**config.mk**
```make
export PLATFORM = sky130hd
export DESIGN_NAME = kce_csr
export DESIGN_NICKNAME = d
export VERILOG_FILES = /design/src/kce_pkg.sv /design/src/kce_csr.sv
export SDC_FILE = /design/constraint.sdc
export NUM_CORES = 1
export LEC_CHECK = 0
export ABC_AREA = 0
export BUFFER_PORTS_ARGS = -buffer_cell sky130_fd_sc_hd__buf_2
export CORE_ASPECT_RATIO = 1.25
export CORE_MARGIN = 4
export CORE_UTILIZATION = 44
export DETAILED_ROUTE_END_ITERATION = 8
export PLACE_DENSITY = 0.8
export REMOVE_ABC_BUFFERS = 1
export SLEW_MARGIN = 20
export SYNTH_ARGS = -nofsm -noshare
export SYNTH_HDL_FRONTEND = slang
export SYNTH_SLANG_ARGS = --single-unit
```
**constraint.sdc**
```tcl
create_clock -name clock -period 1.1 [get_ports clock]
set_clock_uncertainty 0.05 [all_clocks]
set_input_delay 0.165 -clock clock [delete_from_list [all_inputs] [get_ports clock]]
set_output_delay 0.165 -clock clock [all_outputs]
set_load 0.01 [all_outputs]
```
**src/kce_pkg.sv**
```systemverilog
package kce_pkg;

   localparam int MAX_DOCS_DEF     = 1024;
   localparam int MAX_SUBJECTS_DEF = 64;
   localparam int MAX_CLUSTERS_DEF = 16;

   localparam int SCORE_W = 16;
   localparam int MEAN_W  = 24;
   localparam int PASS_W  = 14;

   localparam logic [1:0] KIND_LOAD   = 2'd0;
   localparam logic [1:0] KIND_RUN    = 2'd1;
   localparam logic [1:0] KIND_READ   = 2'd2;
   localparam logic [1:0] KIND_UNUSED = 2'd3;

   localparam logic RES_RUN  = 1'b0;
   localparam logic RES_READ = 1'b1;

   localparam logic [1:0] REG_CLUSTER_COUNT  = 2'd0;
   localparam logic [1:0] REG_DOCUMENT_COUNT = 2'd1;
   localparam logic [1:0] REG_SUBJECT_COUNT  = 2'd2;
   localparam logic [1:0] REG_PASS_LIMIT     = 2'd3;

   localparam logic [PASS_W-1:0] PASS_LIMIT_RESET = 14'd10000;

   typedef struct packed {
      logic [1:0]                kind;
      logic [9:0]                doc_index;
      logic [5:0]                subject_index;
      logic signed [SCORE_W-1:0] score;
   } req_word_type;

   typedef struct packed {
      logic              result_kind;
      logic [3:0]        cluster;
      logic [PASS_W-1:0] passes;
      logic              converged;
   } rsp_word_type;

   typedef struct packed {
      logic [4:0]        cluster_count;
      logic [10:0]       document_count;
      logic [6:0]        subject_count;
      logic [PASS_W-1:0] pass_limit;
   } cfg_type;

   typedef enum logic [4:0] {
      ST_IDLE,
      ST_READ,
      ST_RESP,
      ST_INIT,
      ST_UPD_CLR,
      ST_ACC_A,
      ST_ACC_B,
      ST_ACC_C,
      ST_ACC_RD,
      ST_ACC_WR,
      ST_DIV_RD,
      ST_DIV_GO,
      ST_DIV_WAIT,
      ST_UPD_END,
      ST_MV_A,
      ST_MV_RD,
      ST_MV_DIFF,
      ST_MV_SQ,
      ST_MV_ACC,
      ST_MV_CMP,
      ST_MV_WB,
      ST_DONE
   } state_type;

endpackage

```
**src/kce_csr.sv**
```systemverilog
module kce_csr (
   input  logic             clock,
   input  logic             reset,
   input  logic             psel,
   input  logic             penable,
   input  logic             pwrite,
   input  logic [3:0]       paddr,
   input  logic [31:0]      pwdata,
   output logic [31:0]      prdata,
   output logic             pready,
   output kce_pkg::cfg_type cfg
);
   import kce_pkg::*;

   cfg_type cfg_ff, cfg_in;
   logic    wr;

   always_comb begin
      wr     = psel && penable && pwrite;
      cfg_in = cfg_ff;
      if (wr) begin
         case (paddr[3:2])
            REG_CLUSTER_COUNT:  cfg_in.cluster_count  = pwdata[4:0];
            REG_DOCUMENT_COUNT: cfg_in.document_count = pwdata[10:0];
            REG_SUBJECT_COUNT:  cfg_in.subject_count  = pwdata[6:0];
            REG_PASS_LIMIT:     cfg_in.pass_limit     = pwdata[PASS_W-1:0];
            default:            cfg_in = cfg_ff;
         endcase
      end
   end

   always_comb begin
      case (paddr[3:2])
         REG_CLUSTER_COUNT:  prdata = 32'(cfg_ff.cluster_count);
         REG_DOCUMENT_COUNT: prdata = 32'(cfg_ff.document_count);
         REG_SUBJECT_COUNT:  prdata = 32'(cfg_ff.subject_count);
         REG_PASS_LIMIT:     prdata = 32'(cfg_ff.pass_limit);
         default:            prdata = '0;
      endcase
   end

   always_ff @(posedge clock) begin
      if (reset) begin
         cfg_ff.cluster_count  <= 5'd1;
         cfg_ff.document_count <= 11'd1;
         cfg_ff.subject_count  <= 7'd1;
         cfg_ff.pass_limit     <= PASS_LIMIT_RESET;
      end else begin
         cfg_ff <= cfg_in;
      end
   end

   assign pready = 1'b1;
   assign cfg    = cfg_ff;

endmodule

```
; Word-level counts from Yosys, hierarchy flattened
; Index checks and enable logic that the tools add are counted.
[totals]
out_inout_bits = 70
elab_cells = 15
mem_count = 0
latch_bits = 0
ff_bits = 37
mem_bits_ro = 0
input_bits = 41
mem_bits_rw = 0
[classes]
n_div = 0
order_cmp = 0
mul = 0
add_sub_neg = 0
n_shift = 0
n_eq_ne = 3
muxes = 1
reduce_logical = 7
n_bitwise = 0
[ops]
columns = operator, count
row1 = $pmux W32 S4, 1
row2 = $reduce_and A2 Y1, 4
row3 = $eq A2 B2 Y1 const B, 2
row4 = $eq A2 B1 Y1 const B, 1
row5 = $logic_and A1 B1 Y1, 2
row6 = $logic_not A2 Y1, 1

; Longest topological paths before layout
; Gate-level depths: netlist of run 1.
[logic_depth]
ltp_word = 3
ltp_mapped = 5
ltp_nobuf = 3

; Least setup slack after synthesis of run 1
; OpenSTA, ideal clock, no wires.
[synth_timing]
path_type = in2out
startpoint = input port paddr[2]
endpoint = output port prdata[5]
required_time_ns = 0.885
t_arrival_ns = 0.895
path_slack_ns = -0.010
stages = 3
path_buffers = 1
cell_sequence = buf_2 mux2_2 a22o_1
[synth_via]
elab_chain_cells = 2
elab_cells_between_ends = 5
cone_classes = eq/ne (3) / mux (1) / reduce/logical (1)
[synth_rtl]
columns = element, line_no
row1 = from (decl), kce_csr.sv:7  ; input logic [3:0] paddr,
row2 = "$eq A2 B2 Y1, or another cell as far along", kce_csr.sv:33  ; case (paddr[3:2])
row3 = $pmux W32 S4 (*), kce_csr.sv:33
row4 = to (decl), kce_csr.sv:9  ; output logic [31:0] prdata,
; Every way passes the cells marked *; elsewhere a longest branch is shown, timed or not. The select of a mux whose other input is x is not followed.

; Worst setup path in the final report of run 1
[layout_timing]
startpoint = register cfg_ff, in the netlist cfg[1]
endpoint = output port prdata[1]
[layout_via]
elab_chain_cells = 1
[layout_rtl]
columns = element, line_no
row1 = from (decl), kce_csr.sv:15  ; cfg_type cfg_ff, cfg_in;
row2 = from (signal assigned), kce_csr.sv:49  ; cfg_ff <= cfg_in;
row3 = $pmux W32 S4, kce_csr.sv:33
; Every way passes these cells. The select of a mux whose other input is x is not followed.

==> results of run 1 <==
[final cells by class]
type / instances / area share, %
multi-input combinational: 149 / 35.6
timing repair buffer: 122 / 31.9
sequential: 37 / 26.1
clock buffer: 7 / 2.92
tap: 56 / 2.37
clock inverter: 1 / 1.01
[per-stage QoR]
step / setup WS (ns) / area [um2] / cells / utilization (%) / setup TNS (ns)
final: -0.322 / 2960 / 372 / 71.1 / -2.39
after global routing: -0.361 / 2960 / 372 / 71.1 / -2.96
after CTS: -0.329 / 2780 / 370 / 66.8 / -2.40
after detailed placement: -0.268 / 2560 / 354 / 61.4 / -9.59
after global placement: -0.269 / 2560 / 354 / 61.4 / -8.58
after floorplan: -0.131 / 1790 / 186 / - / -0.803
[layout by cell type, fill, tap and decap left out, types with 2 or more instances in the layout]
cell / n
dfxtp_1: 11
buf_6: 25
mux4_2: 5
dfxtp_2: 26
buf_12: 3
o21ai_0: 15
clkbuf_8: 6
a21oi_1: 6
conb_1: 19
a21bo_2: 3
nand3_1: 5
nand4_1: 3
buf_2: 47
nor2b_1: 11
nor2_1: 14
nand2_2: 2
mux2i_1: 29
buf_4: 45
nand2b_1: 24
a22o_1: 2
buf_8: 2
and3_1: 3
[repair_timing]
item,CTS,global route
buffers inserted,8,4
hold buffers,0,0
setup endpoints to repair,14,32
gates resized for setup,22,40
[cell families (layout without fill, tap and decap cells)]
logic type / count (synthesis) / count (layout) / synth area share [%]
mux: 36 / 36 / 21.9
compound gates: 26 / 26 / 7.86
simple gates: 68 / 68 / 20.4
buf+inv: 33 / 130 / 11.3
flops: 37 / 37 / 38.1
other cells: 2 / 19 / 0.386
[worst max-delay path: stages (launching register included)]
cell     delay (ns)
dfxtp_2        0.33
mux4_2         0.47
buf_6          0.14
[power by group]
part,internal (mW),switching (mW)
sequential,1.36,0.00928
combinational,0.207,0.210
clock,0.740,0.472
total,2.30,0.692
[per-layer routing]
metal | part of all wire (%) | track usage [%] | routed length [um]
met5 | 0 | 0 | 0
met2 | 53 | 34.8 | 2760
met4 | 0.81 | 5.27 | 42
met1 | 40 | 22.3 | 2090
met3 | 6.0 | 4.33 | 314
[worst paths after layout]
kind	from	end	slack [ns]	cells past startpoint
max	cfg[1]	prdata[1]	-0.32	2
min	pwdata[12]	cfg[12]	0.09	3
max reg2reg	cfg[1]	cfg[1]	0.18	4
min reg2reg	cfg[26]	cfg[26]	0.45	2
==> results_dict.tcl, run 1 <==
set metrics [dict create \
    failed_checks "setup timing" \
    die_w_um 67.4 \
    endpoint_kind "output pin" \
    seq_area_frac_synth_pct 38.1 \
    clock.fmax_ghz 0.703 \
    grt_max_degree 27 \
    leakagePower_nw 1.44 \
    synth_top_area_cell "dfxtp_1" \
    crit_fanout 2 \
    syn_inst 202 \
    grt_overflow_total 0 \
    synth_top_area_share_pct 38.1 \
    rows 26 \
    yosysUniqueCellTypes 26 \
    seq_area_um2 773 \
    drt_wl_total_mm 5.20 \
    whs_ns 0.0864 \
    viasPerCell 4.76 \
    cts.path.max_buffers 2 \
    gp_congestion 0.764 \
    synth_area_leaders "dfxtp_1 (38%), mux2i_1 (15%), nand2b_1 (7.7%)" \
    wl_per_cell_um 14.0 \
    ant_nets 0 \
    maxSlewViolCount 0 \
    synth_seq_cells 37 \
    period_needed_ns 1.42 \
    critPathKind "reg -> out" \
    largest_register_ffs 37 \
    setup_viol 11 \
    layout-drive-gt1-share_pct 53.8 \
    netlist_area_um2 1940 \
    num_antenna_cells 0 \
    worst_setup_path_start_kind "register" \
    fin_ws_ns -0.322 \
    track_usage_pct 19.2 \
    synth_edf_count 0 \
    cts_tree "yes" \
    fin_crit_sh_pct 129 \
    syn_to_final_growth_pct 52.3 \
    path_clk_slew_ns 0.07 \
    port_buffers 71 \
    grt_pass1_wl_mm 8.16 \
    synthTopCellsByCount "dfxtp_1 (37), mux2i_1 (29), nand2b_1 (24), buf_4 (19), o21ai_0 (15)" \
    die_h_um 82.3 \
    vias 1770 \
    fin_nets 356 \
    cts_max_level 2 \
    worstSkewPairLatency_ns 0.28 \
    status "complete, but fails checks" \
    multi_input_area_um2 1050 \
    antenna_found_initial 0 \
    first_pass_iters 4 \
    crit_required_ns 0.88 \
    synth_area_per_cell_um2 9.62 \
    synth-async-reset-ratio_pct 0 \
    io_pins 111 \
    maxCapViolCount 0 \
    power.total_mw 3.00 \
    initial_core_util_pct 46.7 \
    arrival_ns 1.21 \
    dp_hpwl_mm 3.79 \
    rsz0062_at_grt "true" \
    hold_viol_final 0 \
    fill_cells 347 \
    ys_warn_count 0 \
    yosysMostFrequentCell "dfxtp_1" \
    p_per_area_nw_per_um2 1010 \
    core-area_um2 4160 \
    grt_pass1_vias 1754 \
    ctsRootBufferMaster "clkbuf_8" \
    clock_sinks 37 \
    die_area_um2 5550 \
    hold_class "in -> reg" \
    synth-main-ff-cell "dfxtp_1" \
    drt_iter0_markers 53 \
    drc 0 \
    cts_made_buffers 5 \
    ir_worst_vdd_mv 0.889 \
]
(Power assumes the default switching activity.)
==> run 2: changes to the inputs <==
- CORE_UTILIZATION: 44 -> 40
- GPL_TIMING_DRIVEN: unset -> 0
- PLACE_DENSITY: 0.8 -> 0.77
- SKIP_CTS_REPAIR_TIMING: unset -> 1
- clock period: 1.1 -> 1.2 ns (I/O delays scaled with it)
==> run 2 against run 1 <==
  * The flow still finishes with violations (setup timing)
  * Worst hold slack better by 0.011 ns
  * Die area up 8.9%
  * Global-route usage down 3.8 points
  * Cell area down 16%
  * Non-clock buffer count down 42
  * Routed wire length down 7.1%
  * Clock-buffer cell count down 1
  * Clock power down 9%
  * Sequential power down 8%
  * Via count down 7.5%
  * Core utilization down 18 points
  * Critical path type unchanged
  * Critical endpoint is now prdata[2]
  * Largest power group unchanged
==> results_dict.tcl, run 2 (synthesized netlist as in run 1, its figures left out) <==
set metrics [dict create \
    tightest_slew_ns 0.769 \
    fin_nets 314 \
    arrival_ns 1.24 \
    rsz0062_at_grt "true" \
    crit_required_ns 0.97 \
    rows 28 \
    ir_worst_vdd_mv 0.679 \
    leakagePower_nw 1.20 \
    cts_tree "yes" \
    status "complete, but fails checks" \
    period_needed_ns 1.47 \
    post_dp_cell_area_um2 2220 \
    drt_iter0_markers 75 \
    initial_core_util_pct 41.1 \
    failed_checks "setup timing" \
    ctsRootBufferMaster "clkbuf_8" \
    port_buffers 71 \
    endpoint_kind "output pin" \
    grt_pass1_vias 1487 \
    post-place-ws_ns -0.783 \
    clock.fmax_ghz 0.680 \
    die_w_um 70.3 \
    max_stage_delay_ns 0.48 \
    num_antenna_cells 0 \
    first_pass_iters 4 \
    worst_setup_path_start_kind "register" \
    ant_nets 0 \
    syn_to_final_growth_pct 28.1 \
    vias 1637 \
    setup_viol 7 \
    antenna_found_initial 0 \
    viasPerCell 4.90 \
    io_pins 111 \
    critPathKind "reg -> out" \
    worstSkewPairLatency_ns 0.28 \
    grt_max_degree 51 \
    track_usage_pct 15.4 \
    grt_pass1_wl_mm 7.45 \
    cts_made_buffers 5 \
    largest_register_ffs 37 \
    placed_cells 317 \
    path_cells "mux4_2, buf_6" \
    crit_fanout 3 \
    maxCapViolCount 0 \
    fin_cells 334 \
    drc 0 \
    hold_viol_final 0 \
    layout-drive-gt1-share_pct 46.0 \
    final_common_cell "buf_2" \
    maxSlewViolCount 0 \
    relSlewSlack_pct 48.8 \
    cts_max_level 2 \
    whs_ns 0.0972 \
    p_per_area_nw_per_um2 1070 \
    final_cell_mix "buf_2 (64), mux2i_1 (29), nand2b_1 (24)" \
    die_area_um2 6040 \
    fin_ws_ns -0.271 \
    wl_per_cell_um 14.5 \
    drt_wl_total_mm 4.83 \
    gp_congestion 0.733 \
    tns_ns -1.68 \
    hold_class "in -> reg" \
    die_h_um 85.9 \
    slowest_stage "mux4_2" \
    core-area_um2 4730 \
    fin_crit_sh_pct 123 \
    dp_hpwl_mm 3.41 \
    final_area_um2 2490 \
    path_clk_slew_ns 0.08 \
    clock_sinks 37 \
    critPathBufInv 1 \
    grt_overflow_total 0 \
    critPathTopFamily "multiplexers" \
    cts.path.max_buffers 2 \
]
## run 2: per-layer routing
metal,track usage (%),part of all wire [%]
met1,18.0,39
met2,27.2,53
met3,4.10,6.6
met4,4.70,1.4
met5,0,0
## run 2: path summary, 6_finish.rpt
path / start / depth (start not counted) / to / slack (ns)
worst max-delay path: cfg[2] / 2 / prdata[2] / -0.27
worst min-delay path: pwdata[11] / 3 / cfg[11] / 0.1
worst max register to register: cfg[1] / 4 / cfg[1] / 0.28
worst min register to register: cfg[0] / 2 / cfg[0] / 0.44
## run 2: area by class of cell
cell class	count	area, um2
Timing Repair Buffer	80	459
Fill cell	466	2240
Clock buffer	6	82.6
Tap cell	60	75.1
Multi-Input combinational cell	149	1070
Clock inverter	2	37.5
Sequential cell	37	766
## run 2: power by group
group / leakage, nW / internal, mW / switching, mW / total, mW
registers: 0.305 / 1.24 / 0.0108 / 1.26
logic: 0.839 / 0.125 / 0.179 / 0.303
clock network: 0.0574 / 0.675 / 0.428 / 1.10
## run 2: worst min-delay path: cells and delay by family
kind | cells | cell delay, ns
compound gates | 1 | 0.05
buf+inv | 1 | 0.09
simple gates | 1 | 0.06
## run 2: stage by stage
stage	util (%)	power [mW]
after global routing	52.6	2.79
after detailed placement	46.9	1.56
after floorplan	-	1.42
after global placement	46.9	1.56
final	52.6	2.66
after CTS	49.4	2.67
==> run 3: changes to the inputs <==
- CORE_UTILIZATION: 40 -> 30
- PLACE_DENSITY: 0.77 -> unset
==> run 3 against run 2 <==
  * The run still ends with setup timing left
  * Via count shrank 0.61%
  * Setup slack improved by 0.021 ns
  * Cell count is 8.1% higher
  * Die area grew 30%
  * Sequential power about the same
  * Clock power decreased by 23%
  * Fmax increased by 1.4%
  * Total power down 9.5%
  * Critical path type unchanged
  * Largest cell class unchanged
  * Largest power group unchanged
==> results_dict.tcl, run 3 (synthesized netlist as in run 1, its figures left out) <==
set metrics [dict create \
    first_pass_iters 4 \
    port_buffers 71 \
    cts_max_level 2 \
    internal-power_mw 1.78 \
    leakagePower_nw 1.19 \
    layout-drive-gt1-share_pct 46.4 \
    path_clk_slew_ns 0.08 \
    p_sw_share_pct 26.3 \
    die_area_um2 7840 \
    grt_pass1_wl_mm 7.74 \
    crit_fanout 3 \
    fin_nets 316 \
    vias 1627 \
    grt_pass1_vias 1482 \
    post-place-ws_ns -0.842 \
    maxCapViolCount 0 \
    p_per_area_nw_per_um2 967 \
    io_pins 111 \
    highest_layer "met4" \
    switchingPower_mw 0.634 \
    fin_crit_sh_pct 121 \
    hold_viol_final 0 \
    syn_to_final_growth_pct 28.3 \
    cts_tree "yes" \
    failed_checks "setup timing" \
    drt_iter0_markers 41 \
    final_cell_mix "buf_2 (65), mux2i_1 (29), nand2b_1 (24)" \
    critPathKind "reg -> out" \
    wl_per_cell_um 13.9 \
    fill_cells 667 \
    rsz0062_at_grt "true" \
    grt_max_degree 51 \
    num_antenna_cells 0 \
    wl_met3_um 269 \
    largest_register_ffs 37 \
    fin_ws_ns -0.250 \
    worst_setup_path_start_kind "register" \
    drt-met1-wl_mm 2.27 \
    die_h_um 98.0 \
    post_dp_cell_area_um2 2250 \
    ctsRootBufferMaster "clkbuf_8" \
    core-area_um2 6250 \
    endpoint_kind "output pin" \
    dp_hpwl_mm 3.38 \
    drc 0 \
    setup_viol 7 \
    status "complete, but fails checks" \
    crit_required_ns 0.97 \
    drt_wl_total_mm 5.03 \
    power.total_mw 2.41 \
    wl_met2_mm 2.43 \
    power_frac_clock_pct 35.0 \
    maxSlewViolCount 0 \
    clock_sinks 37 \
    gp_congestion 0.643 \
    period_needed_ns 1.45 \
    arrival_ns 1.22 \
    grt_overflow_total 0 \
    rows 32 \
    final_area_um2 2490 \
    cts.path.max_buffers 2 \
    worstSkewPairLatency_ns 0.28 \
    antenna_found_initial 0 \
    viasPerCell 4.51 \
    pwr-share-seq_pct 52.1 \
    p_comb_share_pct 12.9 \
    die_w_um 80.0 \
    ir_worst_vdd_mv 0.482 \
    ant_nets 0 \
    final_common_cell "buf_2" \
    track_usage_pct 12.6 \
    initial_core_util_pct 31.1 \
    hold_class "in -> reg" \
    clock.fmax_ghz 0.690 \
    cts_made_buffers 5 \
]
## run 3: cell types whose count changed in the layout (fill, tap and decap cells not counted), sizes merged
| cell | before | now |
|---|---|---|
| buf | 79 | 81 |
| bufinv | 1 | 0 |
| clkinv | 0 | 2 |
| clkinvlp | 1 | 0 |
## run 3: through the flow
| stage | hold WS [ns] | cells | util (%) | setup TNS, ns |
|---|---|---|---|---|
| 4_1_cts | 0.0842 | 350 | 37.3 | -12.40 |
| 3_3_place_gp | 0.390 | 342 | 36.0 | -23.16 |
| 2_1_floorplan | 0.199 | 186 | - | -0.231 |
| 6_report | 0.0990 | 361 | 39.9 | -1.64 |
| 3_5_place_dp | 0.395 | 342 | 36.0 | -23.79 |
| 5_1_grt | 0.104 | 361 | 39.9 | -2.07 |
## run 3: area by class of cell
class / instances / area (um2) / area share [%]
Clock inverter: 2 / 10.0 / 0.402
Clock buffer: 6 / 72.6 / 2.91
Multi-Input combinational cell: 149 / 1070 / 42.9
Sequential cell: 37 / 767 / 30.8
Tap cell: 85 / 106 / 4.27
Timing Repair Buffer: 82 / 468 / 18.8
## run 3: routing by layer
metal	vias to the layer above	GRT usage, %
met5	-	0
met4	0	3.90
met3	6	2.95
met2	53	20.9
met1	772	16.1
li1	796	-
## run 3: worst paths after layout
check	end	cells after the start	slack (ns)	start
worst max-delay path	prdata[1]	2	-0.25	cfg[1]
worst min-delay path	cfg[30]	3	0.1	pwdata[9]
worst max register to register	cfg[29]	3	0.31	cfg[29]
worst min register to register	cfg[18]	2	0.43	cfg[18]
## run 3: power groups by stage
stage	combinational (mW)	clock [mW]	sequential, mW
6_report	0.311	0.844	1.25
5_1_grt	0.341	0.933	1.26
4_1_cts	0.284	0.885	1.25
3_5_place_dp	0.283	0	1.28
3_3_place_gp	0.281	0	1.28
2_1_floorplan	0.136	0	1.29
## run 3: worst max-delay path: stages, from the launching register on
cell,delay (ns)
dfxtp_2,0.33
mux4_2,0.45
buf_2,0.15
